`config.mk`:
```
export PLATFORM = sky130hd
export DESIGN_NAME = hqp_apb_regs
export DESIGN_NICKNAME = d
export VERILOG_FILES = /design/src/hqp_pkg.sv /design/src/hqp_apb_regs.sv
export SDC_FILE = /design/constraint.sdc
export NUM_CORES = 1
export LEC_CHECK = 0
export BUFFER_PORTS_ARGS = -buffer_cell sky130_fd_sc_hd__buf_2
export CAP_MARGIN = 10
export CELL_PAD_IN_SITES_DETAIL_PLACEMENT = 1
export CELL_PAD_IN_SITES_GLOBAL_PLACEMENT = 1
export CORE_AREA = 3 3 69 71
export CTS_CLUSTER_DIAMETER = 40
export DETAILED_ROUTE_END_ITERATION = 7
export DIE_AREA = 0 0 72 74
export GPL_ROUTABILITY_DRIVEN = 1
export PLACE_DENSITY_LB_ADDON = 0.1
export SLEW_MARGIN = 20
export SYNTH_ARGS = -nofsm -noshare
export SYNTH_HDL_FRONTEND = slang
export SYNTH_SLANG_ARGS = --single-unit
export TNS_END_PERCENT = 5
```
`constraint.sdc`:
```
create_clock -name clk -period 0.8 [get_ports clk]
set_input_delay 0.08 -clock clk [delete_from_list [all_inputs] [get_ports clk]]
set_output_delay 0.08 -clock clk [all_outputs]
set_load 0.01 [all_outputs]
```
`src/hqp_pkg.sv`:
```
`timescale 1ns / 1ps

package hqp_pkg;

    localparam int MAX_SLOTS_DEF = 32768;

    localparam int KEY_W      = 31;
    localparam int SIZE_W     = 16;
    localparam int SLOT_W     = 15;
    localparam int IN_DATA_W  = 32;
    localparam int OUT_DATA_W = 16;

    localparam int APB_DATA_W = 32;
    localparam int APB_ADDR_W = 3;

    localparam logic [SIZE_W-1:0] TABLE_SIZE_RST = 16'd32749;

    // word index of each register (byte address bit 2)
    localparam logic REG_TABLE_SIZE = 1'b0;

    typedef enum logic [2:0] {
        ST_CLEAR,
        ST_IDLE,
        ST_DIV,
        ST_HOME,
        ST_CHECK,
        ST_STEP,
        ST_FINISH
    } state_t;

    typedef struct packed {
        logic rd;
        logic wr;
        logic wdata;
    } ram_ctl_t;

endpackage

```
`src/hqp_apb_regs.sv`:
```
`timescale 1ns / 1ps

module hqp_apb_regs
    import hqp_pkg::*;
(
    input  logic                  clk,
    input  logic                  rst_n,
    input  logic                  psel,
    input  logic                  penable,
    input  logic                  pwrite,
    input  logic [APB_ADDR_W-1:0] paddr,
    input  logic [APB_DATA_W-1:0] pwdata,
    output logic [APB_DATA_W-1:0] prdata,
    output logic                  pready,
    output logic [SIZE_W-1:0]     table_size
);

    logic [SIZE_W-1:0] table_size_reg, table_size_next;
    logic              wr_en;
    logic              word_sel;

    assign pready   = 1'b1;
    assign word_sel = paddr[2];
    assign wr_en    = psel && penable && pwrite && pready;

    always_comb
    begin
        table_size_next = table_size_reg;
        if (wr_en && (word_sel == REG_TABLE_SIZE))
        begin
            table_size_next = pwdata[SIZE_W-1:0];
        end
    end

    always_comb
    begin
        unique case (word_sel)
            REG_TABLE_SIZE: prdata = {{(APB_DATA_W-SIZE_W){1'b0}}, table_size_reg};
            default:        prdata = '0;
        endcase
    end

    always_ff @(posedge clk or negedge rst_n)
    begin
        if (!rst_n)
        begin
            table_size_reg <= TABLE_SIZE_RST;
        end
        else
        begin
            table_size_reg <= table_size_next;
        end
    end

    assign table_size = table_size_reg;

endmodule

```
After elaboration in Yosys (flattened, before gate mapping)
Cells that the tools add are included.
- register bits: 16
- logic and storage cells: 6
- mux-type cells: 1
- bitwise logic cells: 1
- reductions and logical operators: 3
- operator list (cell ; count):
    $mux 16 ; 1
    $logic_and 1x1->1 ; 3
    $not 1->1 ; 1

Logic depth before layout (Yosys ltp)
- depth after elaboration: 3
- gate-level depth with buffers: 3

Worst setup path before layout
Ideal clock, no wire load.
- path type: input -> register
- start: input port paddr[2]
- end: register table_size_reg[1] (netlist: table_size[1])
- arrival: 0.756 ns
- required time: 0.675 ns
- path slack: -0.081 ns
- stages: 3
- buffers on the path: 1
- path through: nand4b_4 -> buf_6 -> mux2_4
- cells in the longest elaborated chain, start to end: 2
- ends and longest elaborated chain (item ; RTL line ; text):
    from (decl) ; hqp_apb_regs.sv:11 ; input logic [APB_ADDR_W-1:0] paddr,
    $not 1->1 ; -- ;
    $logic_and 1x1->1 ; hqp_apb_regs.sv:29 ; if (wr_en && (word_sel == REG_TABLE_SIZE))
    to (signal assigned) ; hqp_apb_regs.sv:51 ; table_size_reg <= table_size_next;
    to (decl) ; hqp_apb_regs.sv:18 ; logic [SIZE_W-1:0] table_size_reg, table_size_next;
No other way between the ends.
A chain may end at the register's enable or synchronous reset.

Worst setup path in the final report
- start: register table_size_reg[7] (netlist: table_size[7])
- end: output port prdata[7]
- cells in the longest elaborated chain, start to end: 1
- ends and longest elaborated chain (item ; RTL line ; text):
    $mux 16 ; hqp_apb_regs.sv:37 ; unique case (word_sel)
    to (decl) ; hqp_apb_regs.sv:13 ; output logic [APB_DATA_W-1:0] prdata,
No other way between the ends.

==> results.py <==
metrics = {
    "outcome": {
        "status": "finished, violations left",
        "violations": "negative setup slack",
    },
    "hold_path": {
        "min_from": "pwdata[1]",
        "min_path_type": "in2reg",
    },
    "power": {
        "intPower_mw": 2.07,
        "pwr-share-seq_pct": 42.2,
        "clockPowerShare_pct": 21.8,
        "cellPowerDensity_mw_per_mm2": 2190,
        "power_frac_comb_pct": 36.0,
        "power_switching_uw": 846,
        "peakVddDrop_mv": 0.532,
        "sw_frac_of_total_pct": 29.0,
        "p_leak_nw": 0.733,
    },
    "cells_and_area": {
        "antenna_cells": 0,
        "largest_reg_flops": 16,
        "finish.net_count": 171,
        "syn_to_final_growth_pct": 45.2,
        "area.sequential_um2": 417,
        "multi_input_area_um2": 427,
        "drive_above_1_share_pct": 72.3,
        "nFillCells": 488,
    },
    "die": {
        "die-area_mm2": 0.00533,
        "die_w_um": 72,
        "core_area_mm2": 0.00429,
        "io-pin-count": 89,
        "die_h_um": 74,
        "start_util_pct": 21.3,
        "rows": 24,
    },
    "yosys": {
        "synth_cell_type_count": 11,
        "ys_warn_count": 0,
        "mappedNetlistArea_um2": 916,
        "ys_seq_elements": 16,
        "synthCells": 70,
        "synth_top_area_share_pct": 37.3,
        "ys_top_cells_by_area": "dfstp_2, mux2_4, buf_4, dfrtp_1, mux2_2",
        "synth_top_area_cell": "dfstp_2",
        "synth_seq_area_share_pct": 45.5,
        "avgSynthCellArea_um2": 13.1,
    },
    "placement": {
        "dp_hpwl_mm": 1.82,
        "gp_congestion": 0.650,
        "portBuffers": 53,
    },
    "global_route": {
        "grt_use_total_pct": 8.49,
        "grt_pass1_wl_mm": 3.44,
        "grt_pass1_vias": 693,
        "grt-ovfl-total": 0,
        "grt_max_degree": 17,
        "antenna_found_initial": 0,
    },
    "clocking": {
        "numClockSinks": 16,
        "cts_buffer_depth": 2,
        "cts_tree": "yes",
        "cts_buffers": 3,
        "worstSkewPairLatency_ns": 0.24,
        "path_clk_slew_ns": 0.07,
        "root_buffer": "clkbuf_8",
        "htree_levels": 1,
    },
    "setup_path": {
        "path_class": "reg2out",
        "cp_top_family": "flip-flops",
        "cpMaxStageDelayCell": "dfstp_2",
        "critical_path_buf_inv_count": 1,
        "start_kind": "flip-flop",
        "reg2reg_from": "table_size[7]$_DFFE_PN1P_",
        "critPathLaunch": "table_size[7]$_DFFE_PN1P_",
        "crit_path_max_fanout": 3,
        "crit_chain": "nor2b_1 -> buf_2",
        "endpoint_kind": "primary output",
        "required_ns": 0.72,
        "critical_path.max_stage_delay_ns": 0.54,
        "arrival_ns": 1.04,
    },
    "timing": {
        "period_needed_ns": 1.12,
        "setup_tns_ns": -7.37,
        "slew_viol_final": 0,
        "setup_violations": 34,
        "period_share_pct": 140,
        "rsz0062_at_grt": "yes",
        "fin_ws_ns": -0.320,
        "fin_hold_ws_ns": 0.0560,
        "worst_clock_skew_ns": 0,
        "max_freq_mhz": 893,
        "hold_violations": 0,
    },
    "flow_run": {
        "max_cap_violations": 0,
    },
    "drt": {
        "via_per_inst": 3.66,
        "dr.pass1.iters": 3,
        "drc": 0,
        "drt_wl_total_mm": 2.31,
        "drt.antenna.violating_nets": 0,
        "num_vias": 666,
        "initialDrtViolationCount": 25,
        "wl_per_cell_um": 12.7,
    },
}
## stage by stage
stage	worst slack, ns	utilization, %	total power, mW	instances	cell area (um^2)
global route	-0.380	31.0	3.12	182	1330
global placement	-0.166	28.5	2.19	176	1220
floorplan	-0.0813	-	1.80	85	972
CTS	-0.340	30.2	2.90	181	1300
detailed placement	-0.183	28.5	2.20	176	1220
finish	-0.320	31.0	2.91	182	1330
## power by group through the flow
stage	logic, mW	registers, mW	clock network [mW]
after global routing	1.14	1.27	0.701
after CTS	1.01	1.23	0.653
after detailed placement	0.966	1.23	0
after floorplan	0.495	1.31	0
after global placement	0.959	1.23	0
final	1.05	1.23	0.635
## synthesized netlist by cell type
cell and n:
mux2_4 10, conb_1 2, buf_6 1, dfstp_2 13
and2b_1 6, buf_4 17, mux2_2 6, clkbuf_1 1
nor2b_1 10, dfrtp_1 3, nand4b_4 1
## cell usage in the layout, fill, tap and decap left out
| master | count |
|---|---|
| nor2b_2 | 1 |
| mux2_4 | 11 |
| mux2_2 | 5 |
| nor2b_4 | 1 |
| nor2b_1 | 8 |
| nand4b_4 | 1 |
| and2b_1 | 6 |
| clkbuf_1 | 1 |
| dlygate4sd3_1 | 1 |
| dfrtp_1 | 3 |
| conb_1 | 17 |
| buf_12 | 2 |
| buf_6 | 5 |
| clkbuf_8 | 3 |
| buf_2 | 48 |
| buf_4 | 4 |
| dfstp_2 | 13 |
## final timing paths
check | to | cells after the start | slack, ns
max in group asynchronous | table_size[0]$_DFFE_PN1P_ | 2 | 0.21
hold / removal | table_size[1]$_DFFE_PN0P_ | 2 | 0.06
setup reg to reg | table_size[7]$_DFFE_PN1P_ | 2 | -0.01
setup / recovery | prdata[7] | 2 | -0.32
hold reg to reg | table_size[15]$_DFFE_PN0P_ | 1 | 0.53
min in group asynchronous | table_size[4]$_DFFE_PN0P_ | 2 | 0.27
## layer usage
layer  up-vias  share of wire (%)  global-route usage [%]
li1        310                  -                       -
met1       314                 45                    11.9
met2        40                 45                    13.0
met3         2                8.9                    1.35
met4         0                1.1                    3.76
met5         -                  0                       0
## what timing repair did
| action | 4_1_cts | 5_1_grt |
|---|---|---|
| endpoints found under the hold margin | 3 | 0 |
| resized for setup | 3 | 5 |
| hold buffers | 1 | 0 |
| endpoints found under the setup margin | 34 | 36 |
| buffers inserted | 0 | 1 |
| cloned | 0 | 0 |
## cells by family after synthesis
logic type / after synthesis / share of synthesized area, %
simple gates: 17 / 14.3
flops: 16 / 45.5
buf+inv: 19 / 15.6
mux: 16 / 23.8
other cells: 2 / 0.820
## final cells by class
type / count / share of cell area, %
flip-flops and latches: 16 / 31.3
well taps: 52 / 4.89
repair buffers: 60 / 28.3
multi-input cells: 50 / 32.1
clock buffers: 4 / 3.39
No activity file was read; power rests on OpenSTA's default activity.
