===== config.mk =====
export PLATFORM = sky130hd
export DESIGN_NAME = hqp_mod_unit
export DESIGN_NICKNAME = d
export VERILOG_FILES = /design/src/hqp_pkg.sv /design/src/hqp_mod_unit.sv
export SDC_FILE = /design/constraint.sdc
export NUM_CORES = 1
export LEC_CHECK = 0
export BUFFER_PORTS_ARGS = -buffer_cell sky130_fd_sc_hd__buf_2
export CORE_UTILIZATION = 31
export DETAILED_ROUTE_END_ITERATION = 8
export PLACE_DENSITY = 0.49
export SLEW_MARGIN = 10
export SYNTH_ARGS = -nofsm -noshare
export SYNTH_HDL_FRONTEND = slang
export SYNTH_SLANG_ARGS = --single-unit

===== constraint.sdc =====
create_clock -name clk -period 7 [get_ports clk]
set_input_delay 1.4 -clock clk [delete_from_list [all_inputs] [get_ports clk]]
set_output_delay 1.4 -clock clk [all_outputs]
set_load 0.005 [all_outputs]

===== src/hqp_pkg.sv =====
`timescale 1ns / 1ps

package hqp_pkg;

    localparam int MAX_SLOTS_DEF = 32768;

    localparam int KEY_W      = 31;
    localparam int SIZE_W     = 16;
    localparam int SLOT_W     = 15;
    localparam int IN_DATA_W  = 32;
    localparam int OUT_DATA_W = 16;

    localparam int APB_DATA_W = 32;
    localparam int APB_ADDR_W = 3;

    localparam logic [SIZE_W-1:0] TABLE_SIZE_RST = 16'd32749;

    // word index of each register (byte address bit 2)
    localparam logic REG_TABLE_SIZE = 1'b0;

    typedef enum logic [2:0] {
        ST_CLEAR,
        ST_IDLE,
        ST_DIV,
        ST_HOME,
        ST_CHECK,
        ST_STEP,
        ST_FINISH
    } state_t;

    typedef struct packed {
        logic rd;
        logic wr;
        logic wdata;
    } ram_ctl_t;

endpackage


===== src/hqp_mod_unit.sv =====
`timescale 1ns / 1ps

module hqp_mod_unit
    import hqp_pkg::*;
#(
    parameter int IW = 15,
    parameter int SW = 16
)
(
    input  logic              clk,
    input  logic              rst_n,
    input  logic              start,
    input  logic [KEY_W-1:0]  dividend,
    input  logic [SW-1:0]     divisor,
    output logic              done,
    output logic [IW-1:0]     remainder
);

    localparam int TW    = IW + 1;
    localparam int CNT_W = $clog2(KEY_W);

    logic             busy_reg, busy_next;
    logic             done_reg, done_next;
    logic [CNT_W-1:0] cnt_reg, cnt_next;
    logic [KEY_W-1:0] dvd_reg, dvd_next;
    logic [IW-1:0]    rem_reg, rem_next;

    logic [TW-1:0]    trial;
    logic [TW-1:0]    diff;
    logic             ge;

    // restoring remainder, one dividend bit per cycle, msb first
    assign trial = {rem_reg, dvd_reg[KEY_W-1]};
    assign ge    = trial >= TW'(divisor);
    assign diff  = trial - TW'(divisor);

    always_comb
    begin
        busy_next = busy_reg;
        done_next = 1'b0;
        cnt_next  = cnt_reg;
        dvd_next  = dvd_reg;
        rem_next  = rem_reg;
        if (start)
        begin
            busy_next = 1'b1;
            cnt_next  = CNT_W'(KEY_W - 1);
            dvd_next  = dividend;
            rem_next  = '0;
        end
        else if (busy_reg)
        begin
            rem_next = ge ? IW'(diff) : IW'(trial);
            dvd_next = {dvd_reg[KEY_W-2:0], 1'b0};
            cnt_next = cnt_reg - 1'b1;
            if (cnt_reg == '0)
            begin
                busy_next = 1'b0;
                done_next = 1'b1;
            end
        end
    end

    always_ff @(posedge clk or negedge rst_n)
    begin
        if (!rst_n)
        begin
            busy_reg <= 1'b0;
            done_reg <= 1'b0;
            cnt_reg  <= '0;
        end
        else
        begin
            busy_reg <= busy_next;
            done_reg <= done_next;
            cnt_reg  <= cnt_next;
        end
    end

    always_ff @(posedge clk)
    begin
        dvd_reg <= dvd_next;
        rem_reg <= rem_next;
    end

    assign done      = done_reg;
    assign remainder = rem_reg;

endmodule


# Word level (Yosys, flattened, before mapping)
# Cells that the tools add are included.
[classes]
muxes = 11
n_reduce_logical = 2
add_sub_neg = 2
order_cmp = 1
[op_table]
columns = ["op", "n"]
rows = [
  ["31-bit 2-to-1 mux", 2],
  ["16-bit >= comparator", 1],
  ["15-bit 2-to-1 mux", 1],
  ["15-bit subtractor", 1],
  ["5-bit 2-to-1 mux", 2],
  ["1-bit 2-to-1 mux", 6],
  ["5-bit logical NOT", 1],
  ["5-bit by 1-bit subtractor with 5-bit output (second input constant)", 1],
  ["2-bit nonzero test", 1],
]
[word_totals]
ff_bits = 53

# Logic depth before layout (Yosys ltp)
# Gate-level depths: netlist (run 1).
[logic_depth]
depth_word = 4
ltp_mapped = 10
depth_no_buf = 9

# Worst setup path before layout (run 1)
# Ideal clock, no wire load.
[synth_timing]
path_kind = "input-to-reg"
from = "in divisor[0]"
to = "reg rem_reg[13] (netlist: remainder[13])"
setup_time_ps = 124
path_stages = 9
required_ps = 6876
t_arrival_ps = 3299
path_slack_ps = 3576
path_cell_list = "ha_1 > fa_1 > nand2b_1 > a21o_1 > a211o_1 > a31oi_4 > buf_6 > nor4b_1 > o21ai_1"
[synth_between]
elab_chain_cells = 2
word_cells_on_any_way = 3
classes_between = "add/sub: 1; order compare: 1; mux: 1"
[synth_rtl]
columns = ["item", "line", "text"]
rows = [
  ["start, declared", "hqp_mod_unit.sv:14", "input logic [SW-1:0] divisor,"],
  ["15-bit subtractor or 16-bit >= comparator (tied branches)", "hqp_mod_unit.sv:35, hqp_mod_unit.sv:34", ""],
  ["15-bit 2-to-1 mux (*)", "hqp_mod_unit.sv:53", "rem_next = ge ? IW'(diff) : IW'(trial);"],
  ["end signal, assigned", "hqp_mod_unit.sv:83", "rem_reg <= rem_next;"],
  ["end, declared", "hqp_mod_unit.sv:26", "logic [IW-1:0] rem_reg, rem_next;"],
]
# Mark *: on every way between the ends. The rest lies on a longest branch, timed or not.
# A chain may end at the register's enable or synchronous reset.

# Final worst setup path (run 1)
# Ends and elaborated chain as after synthesis.

==> results.toml, run 1 <==
[final_layout]
stdcell_count = 496
fin_util_pct = 37.8
syn_to_final_growth_pct = 17.7
layout-drive-gt1-share_pct = 30.0
nets = 431
antenna_cells = 0
largest_reg_flops = 31

[logic_synthesis]
yosysMostFrequentCell = "edfxtp_1"
netlist_top_cells_count = "edfxtp_1 (31), mux2_2 (30), nor2_1 (24), inv_1 (23)"
synth_area_um2 = 3150
synth_warnings = 0
ys_seq_elements = 53
synthesis.nets = 369
synth_cell_types = 50
synth-edff-count = 31
syn_area_per_cell_um2 = 10.5
synth-async-reset-ratio_pct = 13.2
ys_seq_area_share_pct = 44.6
yosysTopAreaCellShare_pct = 29.5
synth_top_cell_by_area = "edfxtp_1"
ys.flop_type = "edfxtp_1"
synth_cells = 300
synth.area.top_cells = "edfxtp_1 (30%), mux2_2 (11%), dfxtp_1 (9.5%), ha_1 (7.1%), dfrtp_1 (5.6%)"

[grt]
grt_pass1_vias = 2177
antenna_found_initial = 0
grt_max_degree = 52
grt_pass1_wl_mm = 10.6
overflow = 0
grt_usage_pct = 13.0

[power_and_ir_drop]
p_clk_share_pct = 32.3
p_sw_uw = 151
ir_worst_vdd_mv = 0.0871
seq_power_share_pct = 54.9
p_total_uw = 658
internal_power_uw = 507
combPwrFrac_pct = 12.8
power.leakage_nw = 1.58
p_sw_share_pct = 23.0
p_per_area_nw_per_um2 = 178

[place]
portBuffers = 65
gp_congestion = 0.788
place_ws_ns = 3.03
place_inst = 488
place_hpwl_mm = 4.87

[route]
vias_per_cell = 4.75
vias = 2354
drc = 0
ant_nets = 0
drt_wl_total_mm = 6.63
drt_iter0_markers = 107
drtPass1Iterations = 6
wire_per_inst_um = 13.4

[floorplanning]
die_area_um2 = 10600
num_io_pins = 66
coreArea_um2 = 9820
die_x_um = 103
fp-row-count = 36
start_util_pct = 32.1
die_h_um = 103

[sta]
setup_tns_ns = 0
rsz0062_at_grt = "false"
finalCritPeriodShare_pct = 52.0
slew_headroom_pct = 37.9
drv_slew = 0
hold_viol = 0
finClkSkew_ns = 0.00956
worst_pin_slew_ns = 0.932
fmax_mhz = 275
period_needed_ns = 3.64
timing.final.ws_setup_ns = 3.36
finalSetupViolCount = 0

[clocking]
cts_hold_buf = 0
cts_root_buf = "clkbuf_8"
path_clk_slew_ns = 0.09
clk_latency_ns = 0.31
clockBufferDepth = 2
cts_tree = "yes"
clock-sinks = 53
h-tree-depth = 2
ctsResizeCount = 0
cts_buffers = 5
cts_setup_buffers = 0

[worst_setup_path]
critPathKind = "in2reg"
crit_buf_inv = 1
crit_path_top_delay_cell = "a31oi_4"
critPathTopFamily = "compound AO/OA/AOI/OAI gates"
required_ns = 7.19
cp_max_fo = 22
crit_chain = "buf_2 > ha_1 > fa_1 > nand2b_1 > a21o_1 > a211o_1 > a31oi_4 > nor4b_1 > o21ai_1"
arrival_ns = 3.84
critical_path.startpoint_type = "input port"
cp-end-kind = "flop"
cpPeakStageDelay_ns = 0.58

[job]
cap_viol_max_count = 0

[status]
status = "complete, no violations"

[hold_path]
min_path_type = "reg2reg"
[worst register-to-register path, stage by stage, from the launching register on]
cell	delay, ns
edfxtp_1	0.36
inv_1	0.05
ha_1	0.19
fa_1	0.40
nand2b_1	0.18
a21o_1	0.21
a211o_1	0.32
a31oi_4	0.58
nor4b_1	0.32
o21ai_1	0.11
[logic make-up (layout without fill, tap and decap cells)]
family | after synthesis | after routing | share of synthesized area [%]
compound gates | 66 | 66 | 14.3
simple gates | 79 | 79 | 12.7
fa+ha+maj | 19 | 19 | 7.78
xor+xnor | 12 | 12 | 3.33
flops | 53 | 53 | 44.6
buf+inv | 35 | 98 | 4.68
mux | 36 | 36 | 12.6
[path summary, 6_finish.rpt]
check,start,to,slack (ns),depth (start not counted)
min in group asynchronous,rst_n,done,0.90,1
max in group asynchronous,rst_n,cnt_reg[1],5.94,1
worst max-delay path,divisor[0],remainder[13],3.36,9
worst max register to register,dvd_reg[30],remainder[13],4.16,9
worst min register to register,remainder[13],remainder[13],0.51,2
worst min-delay path,remainder[13],remainder[13],0.51,2
[cell type report]
type | instances | area, um^2
well taps | 133 | 166
inverters | 23 | 86.3
clock buffers | 6 | 72.6
flip-flops and latches | 53 | 1410
clock inverters | 2 | 38.8
repair buffers | 67 | 340
multi-input cells | 212 | 1600
fillers | 1042 | 6110
[placed cells by master (no fill, tap or decap), types with 2 or more instances in the layout]
master / Yosys / layout
o21ai_1: 3 / 3
o21bai_1: 2 / 2
nand3_1: 3 / 3
inv_1: 23 / 23
buf_4: 0 / 2
dfrtp_1: 7 / 7
buf_2: 1 / 65
a31oi_1: 2 / 2
clkbuf_8: 0 / 5
nor2_1: 24 / 24
a21o_1: 6 / 6
edfxtp_1: 31 / 31
mux2i_1: 6 / 6
a211o_1: 2 / 2
or3_1: 2 / 2
nand2b_1: 12 / 12
and2_1: 3 / 3
nand2_1: 18 / 18
nor4b_1: 2 / 2
dfxtp_1: 15 / 15
a2111oi_0: 2 / 2
a211oi_1: 5 / 5
nor2b_1: 2 / 2
nor3_1: 4 / 4
o21a_1: 2 / 2
a21oi_1: 13 / 13
xnor2_1: 9 / 9
o211ai_1: 2 / 2
o31ai_1: 2 / 2
nand3b_1: 2 / 2
ha_1: 18 / 18
a311oi_1: 6 / 6
o21ai_0: 13 / 13
xor2_1: 3 / 3
mux2_2: 30 / 30
[power by group through the flow]
stage | clock, mW | sequential, mW | combinational, mW
global route | 0.232 | 0.365 | 0.0959
floorplan | 0 | 0.367 | 0.0595
detailed placement | 0 | 0.369 | 0.0852
CTS | 0.221 | 0.362 | 0.0858
global placement | 0 | 0.369 | 0.0848
finish | 0.212 | 0.362 | 0.0843
[metrics by stage]
stage          hold WS [ns]  area [um^2]
2_1_floorplan         0.471         3150
3_3_place_gp          0.498         3600
3_5_place_dp          0.501         3600
4_1_cts               0.516         3710
5_1_grt               0.534         3710
6_report              0.512         3710
[routing by layer]
| layer | track usage [%] | vias to the layer above | routed length [um] |
|---|---|---|---|
| li1 | - | 1209 | - |
| met1 | 19.4 | 1098 | 3470 |
| met2 | 18.8 | 43 | 2870 |
| met3 | 3.25 | 4 | 242 |
| met4 | 2.93 | 0 | 48 |
| met5 | 0 | - | 0 |
(Power assumes the default switching activity.)
==> inputs of run 2 (changes only) <==
Clock period 7 ns to 3.8 ns, I/O delays scaled along.
==> run 2 against run 1 <==
Against the previous run:
- clock power increased by 62%
- hold slack got worse by 0.26 ns
- cell area is 0.27% lower
- wire length grew 2.7%
- setup slack worse by 2.6 ns
- power up 77%
- count of clock-buffer cells in the layout is 1 lower
- highest routed layer unchanged
- clock skew increased by 0.0067 ns
- core utilization down 0.10 points
- flip-flop and latch count unchanged
- sequential power is 84% higher
- via count increased by 0.51%
==> results.toml, run 2 (same netlist as run 1, synthesis figures left out) <==
[status]
status = "complete, no violations"

[route]
drtPass1Iterations = 4
drt_iter0_markers = 67
wire_per_inst_um = 13.7
vias_per_cell = 4.76
ant_nets = 0
drc = 0
drt_wl_total_mm = 6.81
vias = 2366

[sta]
finalCritPeriodShare_pct = 78.8
hold_viol = 0
fmax_mhz = 334
worst_pin_slew_ns = 0.708
rsz0062_at_grt = "false"
finalSetupViolCount = 0
period_needed_ns = 2.99
setup_tns_ns = 0
finClkSkew_ns = 0.0162
whs_ns = 0.251
drv_slew = 0
slew_headroom_pct = 51.6

[floorplanning]
fp-row-count = 36
num_io_pins = 66
start_util_pct = 32.1
die_h_um = 103
coreArea_um2 = 9820
die_area_um2 = 10600
die_x_um = 103

[final_layout]
layout-drive-gt1-share_pct = 30.5
fin_util_pct = 37.7
layout_common_cells = "buf_2 (65), edfxtp_1 (31), mux2_2 (30), nor2_1 (24), inv_1 (23)"
final_common_cell = "buf_2"
fillers = 1060
largest_reg_flops = 31
finalInstanceArea_um2 = 3700
antenna_cells = 0
syn_to_final_growth_pct = 17.3
nets = 432

[place]
gp_congestion = 0.738
placed_area_um2 = 3600
place_hpwl_mm = 5.02
portBuffers = 65

[clocking]
h-tree-depth = 2
cts_hold_buf = 0
clockBufferDepth = 2
cts_buffers = 5
clk_latency_ns = 0.32
cts_root_buf = "clkbuf_8"
ctsResizeCount = 0
cts_tree = "yes"
path_clk_slew_ns = 0.11
clock-sinks = 53
cts_setup_buffers = 0

[worst_setup_path]
required_ns = 4.03
rr_worst_depth = 9
arrival_ns = 3.23
cp-end-kind = "flop"
critical_path.startpoint_type = "input port"
regToRegSetupSlack_ns = 0.97
r2r_end = "remainder[10]"
critPathKind = "in2reg"
cp_max_fo = 22
r2r-start = "dvd_reg[30]"

[grt]
antenna_found_initial = 0
grt_pass1_wl_mm = 11.2
grt_pass1_vias = 2310
overflow = 0
grt_usage_pct = 13.7
grt_max_degree = 51

[hold_path]
min_path_type = "in2async"

[power_and_ir_drop]
p_per_area_nw_per_um2 = 315
power.leakage_nw = 1.57
ir_worst_vdd_mv = 0.142
p_total_mw = 1.17

[job]
cap_viol_max_count = 0
run 2: cell count changes in the layout (fill, tap and decap cells not counted), sizes merged:
cell | before | now
bufinv | 1 | 0
clkbuf | 6 | 5
inv | 23 | 24
buf | 67 | 68
clkinvlp | 0 | 1
run 2: area by class of cell:
type	count	area, um^2	area share, %
multi-input combinational	212	1600	43.2
sequential	53	1410	38.0
timing repair buffer	68	348	9.40
tap	133	166	4.50
inverter	23	86.3	2.33
clock buffer	5	68.8	1.86
clock inverter	3	25.0	0.677
run 2: worst max-delay path: stages:
cell,delay [ns]
buf_2,0.10
ha_1,0.22
fa_1,0.41
nand2b_1,0.18
a21o_1,0.21
a211o_1,0.32
a31oi_4,0.57
nand3_1,0.16
a311oi_1,0.28
run 2: through the flow:
stage / setup slack, ns / instances
final: 0.805 / 497
after global placement: 0.520 / 489
after global routing: 0.631 / 497
after floorplan: 1.02 / 300
after detailed placement: 0.463 / 489
after CTS: 0.813 / 497
run 2: worst max-delay path by stage:
stage | from | endpoint
2_1_floorplan | divisor[0] | remainder[13]
3_3_place_gp | divisor[0] | remainder[13]
3_5_place_dp | divisor[0] | remainder[10]
4_1_cts | divisor[0] | remainder[13]
5_1_grt | divisor[0] | remainder[10]
6_report | divisor[0] | remainder[10]
run 2: per-layer routing:
metal	wire, um	vias up	track usage [%]
met4	104	0	4.23
met2	2900	56	19.8
li1	-	1211	-
met5	0	-	0
met3	274	8	2.58
met1	3530	1091	20.5
run 2: power breakdown:
part,leakage [nW],internal (mW),switching (mW)
sequential,0.525,0.652,0.0139
clock,0.0447,0.134,0.210
combinational,1.00,0.0844,0.0722
total,1.57,0.870,0.296
==> inputs of run 3 (changes only) <==
Settings changed: PLACE_DENSITY 0.49 to 0.51.
Clock period 3.8 ns to 2.4 ns, I/O delays scaled along.
==> run 3 against run 2 <==
Against the previous run:
- the run now ends with setup timing left
- count of clock-buffer cells in the layout grew 1
- die area is the same
- register-to-register slack lost 1.0 ns
- power grew 60%
- cell area grew 10%
- sequential share of layout area shrank 3.5 points
==> results.toml, run 3 (same netlist as run 1, synthesis figures left out) <==
[job]
cap_viol_max_count = 0

[clocking]
h-tree-depth = 2
clock-sinks = 53
clk_latency_ns = 0.30
path_clk_slew_ns = 0.10
cts_root_buf = "clkbuf_8"
clockBufferDepth = 2
cts_tree = "yes"
cts_buffers = 5

[final_layout]
nets = 471
final_common_cell = "buf_2"
largest_reg_flops = 31
syn_to_final_growth_pct = 29.3
finalInstanceArea_um2 = 4080
antenna_cells = 0
layout_common_cells = "buf_2 (65), buf_4 (37), edfxtp_1 (31), mux2_2 (30), nor2_1 (24)"
layout-drive-gt1-share_pct = 39.2

[sta]
hold_viol = 0
drv_slew = 0
timing.final.ws_setup_ns = -0.0308
worst_pin_slew_ns = 0.556
period_needed_ns = 2.43
slew_headroom_pct = 62.9
whs_ns = 0.454
finClkSkew_ns = 0.00418
fmax_mhz = 411
finalCritPeriodShare_pct = 101
rsz0062_at_grt = "true"
setup_tns_ns = -0.0752
finalSetupViolCount = 5

[floorplanning]
die_area_um2 = 10600
num_io_pins = 66
coreArea_um2 = 9820
die_h_um = 103
fp-row-count = 36
start_util_pct = 32.1
die_x_um = 103

[route]
drt_wl_total_mm = 7.11
drtPass1Iterations = 4
vias_per_cell = 4.66
wire_per_inst_um = 13.3
drt_iter0_markers = 88
ant_nets = 0
drc = 0
vias = 2498

[hold_path]
min_path_cells = 2
hold_start = "dividend[0]"
min_path_type = "in2reg"
worstHoldEndpoint = "dvd_reg[0]"

[worst_setup_path]
crit_chain = "inv_2 > ha_4 > fa_2 > nand2b_4 > a21o_1 > a211o_1 > a31oi_4 > buf_6 > nand3_2 > a311oi_1"
r2r-start = "dvd_reg[30]"
critPathTopFamily = "compound AO/OA/AOI/OAI gates"
crit_buf_inv = 2
arrival_ns = 2.65
crit_path_top_delay_cell = "edfxtp_1"
cp_max_fo = 8
critical_path.startpoint_type = "flop"
r2r_end = "remainder[10]"
regToRegSetupSlack_ns = -0.03
rr_worst_depth = 10
cpPeakStageDelay_ns = 0.39
critPathKind = "reg2reg"
required_ns = 2.62
cp-end-kind = "flop"

[power_and_ir_drop]
ir_worst_vdd_mv = 0.227
p_per_area_nw_per_um2 = 458
power.leakage_nw = 1.77

[place]
placed_area_um2 = 3930
place_hpwl_mm = 5.51
gp_congestion = 0.788
portBuffers = 65

[grt]
antenna_found_initial = 0
overflow = 0
grt_usage_pct = 14.2
grt_max_degree = 33
grt_pass1_wl_mm = 11.5
grt_pass1_vias = 2351

[status]
status = "finished with violations"
violations = "setup timing"
## run 3: changes by cell type in the layout (fill, tap and decap cells not counted), moves of 2 or more
| cell | before | now |
|---|---|---|
| buf_12 | 0 | 2 |
| nand2b_4 | 0 | 2 |
| o21ai_0 | 13 | 11 |
| o21ai_1 | 3 | 5 |
| nand2b_1 | 12 | 10 |
| buf_6 | 0 | 2 |
| buf_4 | 3 | 37 |
## run 3: layout make-up
cell class | count | area (um^2)
clock buffer | 6 | 72.6
clock inverter | 2 | 15.0
fill | 1046 | 5740
inverter | 23 | 86.3
multi-input combinational | 212 | 1650
sequential | 53 | 1410
tap | 133 | 166
timing repair buffer | 107 | 676
## run 3: how the worst max path moves through the flow
stage                startpoint             to  slack, ns  depth (start not counted)
floorplan            divisor[0]  remainder[14]      -0.06                          9
global placement     divisor[0]  remainder[14]      -0.29                         10
detailed placement   divisor[0]   remainder[7]      -0.32                         10
CTS                 dvd_reg[30]   remainder[7]      -0.03                         10
global route        dvd_reg[30]   remainder[3]      -0.16                         10
finish              dvd_reg[30]  remainder[10]      -0.03                         10
## run 3: report_power, final
group / total (mW) / switching [mW] / internal [mW]
clock network: 0.513 / 0.306 / 0.207
logic: 0.299 / 0.128 / 0.171
registers: 1.06 / 0.0238 / 1.03
total: 1.87 / 0.458 / 1.41
## run 3: through the flow
stage                     instances  setup WS (ns)  utilization (%)  power [mW]
final                           536        -0.0308             41.5        1.87
after global routing            536         -0.163             41.5        1.98
after CTS                       534        -0.0289             41.2        1.89
after detailed placement        524         -0.322             40.0        1.37
after global placement          524         -0.290             40.0        1.37
after floorplan                 300        -0.0613                -        1.25
## run 3: routing by layer
layer	up-vias	routed length [um]	track usage, %
li1	1290	-	-
met1	1152	3710	21.5
met2	50	3070	20.2
met3	6	275	3.39
met4	0	52	3.36
met5	-	0	0
## run 3: repair_timing
action                                  in CTS  in global routing
gates resized for setup                      4                  3
endpoints found under the setup margin      14                 14
hold buffers                                 1                  0
endpoints found under the hold margin        7                  0
setup buffers                                1                  2
pin swaps                                    6                  1
